--- src/hdl/rsp_div.sv ---
// ----------------------------------------------------------------------------
// rsp_div
// Pipelined restoring divider, one quotient bit per register stage.
// ----------------------------------------------------------------------------
`timescale 1ns / 1ps
`default_nettype none

module rsp_div #(
  parameter int DENW = 64,
  parameter int QB   = 16
) (
  input  logic            clk_i,
  input  logic [DENW-1:0] rem_i,
  input  logic [DENW-1:0] den_i,
  input  logic [QB-1:0]   tail_i,
  output logic [QB-1:0]   quo_o
);

  logic [DENW-1:0] rem_q  [QB];
  logic [DENW-1:0] den_q  [QB];
  logic [QB-1:0]   tail_q [QB];
  logic [QB-1:0]   quo_q  [QB];

  for (genvar k = 0; k < QB; k++) begin : g_step
    logic [DENW-1:0] rem_in, den_in;
    logic [QB-1:0]   tail_in, quo_in;
    logic [DENW:0]   r2;
    logic            ge;

    if (k == 0) begin : g_first
      assign rem_in  = rem_i;
      assign den_in  = den_i;
      assign tail_in = tail_i;
      assign quo_in  = '0;
    end else begin : g_next
      assign rem_in  = rem_q[k-1];
      assign den_in  = den_q[k-1];
      assign tail_in = tail_q[k-1];
      assign quo_in  = quo_q[k-1];
    end

    assign r2 = {rem_in, tail_in[QB-1]};
    assign ge = r2 >= {1'b0, den_in};

    always_ff @(posedge clk_i) begin
      rem_q[k]  <= ge ? DENW'(r2 - {1'b0, den_in}) : DENW'(r2);
      den_q[k]  <= den_in;
      tail_q[k] <= {tail_in[QB-2:0], 1'b0};
      quo_q[k]  <= {quo_in[QB-2:0], ge};
    end
  end

  assign quo_o = quo_q[QB-1];

endmodule

`default_nettype wire

--- config.mk ---
export PLATFORM = sky130hd
export DESIGN_NAME = rsp_div
export DESIGN_NICKNAME = d
export VERILOG_FILES = /design/src/hdl/rsp_div.sv
export SDC_FILE = /design/constraint.sdc
export NUM_CORES = 2
export LEC_CHECK = 0
export ABC_CLOCK_PERIOD_IN_PS = 4500
export BUFFER_PORTS_ARGS = -buffer_cell sky130_fd_sc_hd__buf_4
export CAP_MARGIN = 30
export CORE_UTILIZATION = 40
export DETAILED_ROUTE_END_ITERATION = 7
export GPL_TIMING_DRIVEN = 0
export PLACE_DENSITY = 0.59
export SLEW_MARGIN = 20
export SYNTH_ARGS = -nofsm -noshare
export SYNTH_HDL_FRONTEND = slang
export SYNTH_SLANG_ARGS = --single-unit
--- constraint.sdc ---
create_clock -name clk_i -period 4.5 [get_ports clk_i]
set_input_delay 0 -clock clk_i [delete_from_list [all_inputs] [get_ports clk_i]]
set_output_delay 0 -clock clk_i [all_outputs]
set_load 0.03 [all_outputs]
==> impl_metrics.tcl <==
set metrics [dict create \
    status "complete, no violations" \
    first_iter_violations 5098 \
    setup_slack_ps 0.4552 \
    dp_cells 17290 \
    synth_area_mm2 0.1132 \
    maxSlewHeadroom_pct 29.25 \
    firstDrtPassIters 5 \
    path_clk_slew_ps 60 \
    synthXorXnorAreaFrac_pct 6.714 \
    finalInstanceArea_mm2 0.1327 \
    postSynthAreaPerCell_um2 8.469 \
    synth_top_area_share_pct 38.47 \
    clk_latency_ps 880 \
    grt_max_degree 17 \
    critPathKind "flop to flop" \
    die_h_um 534.0 \
    avgViaCountPerCell 5.138 \
    cp.required_ps 5250 \
    ios 161 \
    setup_tns_ps 0 \
    place_hpwl_mm 273.1 \
    yosysTopAreaCell "dfxtp_1" \
    tightest_slew_ps 1057 \
    first_global_vias 93930 \
    design.die.area_mm2 0.2852 \
    synthAdderAreaFrac_pct 11.58 \
    syn_to_final_growth_pct 17.20 \
    yosysSeqAreaShare_pct 38.47 \
    instances_no_fill 18090 \
    wl_mm 335.2 \
    maxCapViolCount 0 \
    synth_compound_area_share_pct 21.62 \
    initial_core_util_pct 40.39 \
    cts_tree "done" \
    startpoint "den_q[0][331]$_DFF_P_" \
    ys_types 94 \
    skew_ps 39.82 \
    syn_nets 14550 \
    hold_viol 0 \
    num_vias 92930 \
    core_mm2 0.2804 \
    port_buffers 160 \
    r2r-end "rem_q[0][445]$_DFF_P_" \
    leakage_nw 60.84 \
    critPathCaptureType "flop" \
    cts_buffers 262 \
    min_period_over_period_pct 99.99 \
    drive_above_1_share_pct 8.043 \
    drc 0 \
    grt.total_usage_pct 22.84 \
    fin_nets 15330 \
    htreeDepth 5 \
    fin_crit_ps 4500 \
    synthFlopType "dfxtp_1" \
    setup_viol 0 \
    overflow 0 \
    place.gp.congestion 1.021 \
    dp_slack_ps -1532 \
    synth_edf_count 0 \
    fp-row-count 194 \
    wl_per_cell_um 18.53 \
    die_w_um 534.0 \
    power_density_mw_per_mm2 825.7 \
    synth-async-reset-ratio_pct 0 \
    hold_slack_ps 203.5 \
    post_dp_cell_area_mm2 0.1196 \
    fin_util_pct 47.34 \
    cts_sinks 2176 \
    vdd_ir_drop_max_v 0.0003349 \
    yosys.area_share.simple_pct 13.43 \
    antenna_found_initial 5 \
    critPathCapture "rem_q[0][445]$_DFF_P_" \
    netlist_instances 13370 \
    antenna_left 0 \
    yosys_warnings 0 \
    worstPathArrival_ps 5250 \
    cp-start-kind "flop" \
    clk_path_buf_depth 4 \
    netlist_top_cells_area "dfxtp_1 (38%), ha_1 (11%), a21oi_1 (6.4%), inv_1 (4.3%), o21ai_0 (4.2%)" \
    grt_pass1_wl_mm 515.0 \
    fmax_mhz 222.2 \
    hold_class "primary input to flop" \
    cp_max_fo 6 \
    synth-seq-cells 2176 \
    r2r_slack_ps 0.5 \
    yosys-mux-area-fraction_pct 1.947 \
    total_power_mw 109.6 \
    synth_top_family_by_area "compound AO/OA/AOI/OAI gates" \
    rr_startpoint "den_q[0][331]$_DFF_P_" \
    slew_viol_final 0 \
    worstRegToRegCells 23 \
    clockRootBuffer "clkbuf_16" \
]
-- layout by cell type (no fill, tap or decap), types with 32 or more instances in the layout --
master and instances:
a211oi_1 77, a21boi_0 37, a21o_1 577, a21oi_1 1428
a31oi_1 112, and2_1 40, and3_1 91, and4_1 32
buf_2 54, buf_4 231, clkbuf_1 424, clkbuf_16 269
clkbuf_8 53, clkinv_2 40, dfxtp_1 2168, dlygate4sd3_1 292
ha_1 1020, inv_1 1301, mux2_2 117, mux2_4 51
nand2_1 1082, nand2b_1 127, nand3_1 184, nand4_1 316
nor2_1 892, nor2b_1 131, nor3_1 141, nor4_1 32
o211ai_1 62, o21a_1 139, o21ai_0 932, o21bai_1 190
o31a_1 34, o31ai_1 53, or3_1 49, xnor2_1 515
xor2_1 353
-- how the worst min path moves through the flow --
stage | start | end | slack (ps) | cells past startpoint
6_report | rem_i[62] | rem_q[0][63]$_DFF_P_ | 200 | 5
4_1_cts | rem_i[62] | rem_q[0][63]$_DFF_P_ | 110 | 5
3_3_place_gp | tail_i[8] | tail_q[0][8]$_DFF_P_ | 110 | 1
5_1_grt | rem_i[6] | rem_q[0][7]$_DFF_P_ | 220 | 5
3_5_place_dp | tail_i[2] | tail_q[0][2]$_DFF_P_ | 110 | 1
2_1_floorplan | den_i[0] | den_q[0][0]$_DFF_P_ | 30 | 0
-- layout make-up --
type | instances | area [um^2]
Multi-Input combinational cell | 9356 | 63590
Fill cell | 27640 | 147600
Buffer | 509 | 2242
Clock inverter | 89 | 1160
Timing Repair Buffer | 535 | 4877
Inverter | 1305 | 4905
Tap cell | 3724 | 4659
Clock buffer | 366 | 7626
Sequential cell | 2176 | 43580
Antenna cell | 27 | 67.56
-- power breakdown --
part | internal, mW | leakage [nW] | total (mW) | switching, mW
clock network | 13.2 | 4.34 | 21.3 | 8.15
registers | 25.5 | 18.4 | 29.0 | 3.53
logic | 24.0 | 38.1 | 59.2 | 35.2
total | 62.7 | 60.8 | 110 | 46.9
-- synthesized netlist by cell type (22+ instances only) --
cell type,count
a221oi_1,24
o211ai_1,62
inv_1,1302
xnor2_1,515
dfxtp_1,2176
nor2_1,896
o31ai_1,65
nor3_1,154
nor2b_1,132
nand2_1,1086
or2_2,24
nand2b_1,127
buf_2,79
a21o_1,577
clkbuf_1,427
ha_1,1024
o21a_1,139
mux2_4,51
nand3_1,187
o31a_1,34
a21oi_1,1443
o21bai_1,191
and2_1,40
a211oi_1,90
xor2_1,353
and4_1,34
a21boi_0,42
a31oi_1,122
nand4_1,316
nor4_1,44
and3_1,91
mux2_2,117
or3_1,49
o41ai_1,22
o21ai_0,945
-- per-layer routing --
metal | vias up | wire [um] | GRT usage [%]
li1 | 47980 | - | -
met1 | 42030 | 131000 | 23.82
met2 | 2033 | 165200 | 42.12
met3 | 893 | 9409 | 1.992
met4 | 0 | 29570 | 18.02
met5 | - | 0 | 0
-- sequential cells by signal, indices dropped and copies added, names as in the netlist --
signal,flops
rem_q,960
tail_q,120
den_q,960
quo_q,136
-- cells by family (layout without fill, tap and decap cells) --
group | count (synthesis) | in the layout
compound gates | 4013 | 4013
simple gates | 3256 | 3256
flops | 2176 | 2176
buf+inv | 1838 | 2804
fa+ha+maj | 1039 | 1039
xor+xnor | 868 | 868
mux | 180 | 180
other cells | 0 | 27
-- critical path, cell delays in order (launching register included) --
cell and delay, ps:
dfxtp_1 350, inv_1 50, ha_1 360, and3_1 240, and3_1 200, o31ai_2 310
o21a_1 240, a21oi_4 90, a31oi_4 210, buf_12 140, a2111oi_2 60, buf_2 160
o211ai_1 290, a31oi_2 180, buf_4 160, buf_4 120, buf_4 120, buf_4 120
buf_4 120, buf_4 120, buf_4 120, nor2_2 140, nor2_1 100, a311oi_2 350
-- repair_timing --
action / 4_1_cts / 5_1_grt
pin swaps: 27 / 26
setup buffers: 35 / 12
setup endpoints to repair: 908 / 707
endpoints found under the hold margin: 143 / 0
resized for setup: 171 / 102
hold buffers: 292 / 0
Power figures use the tool's default switching activity.
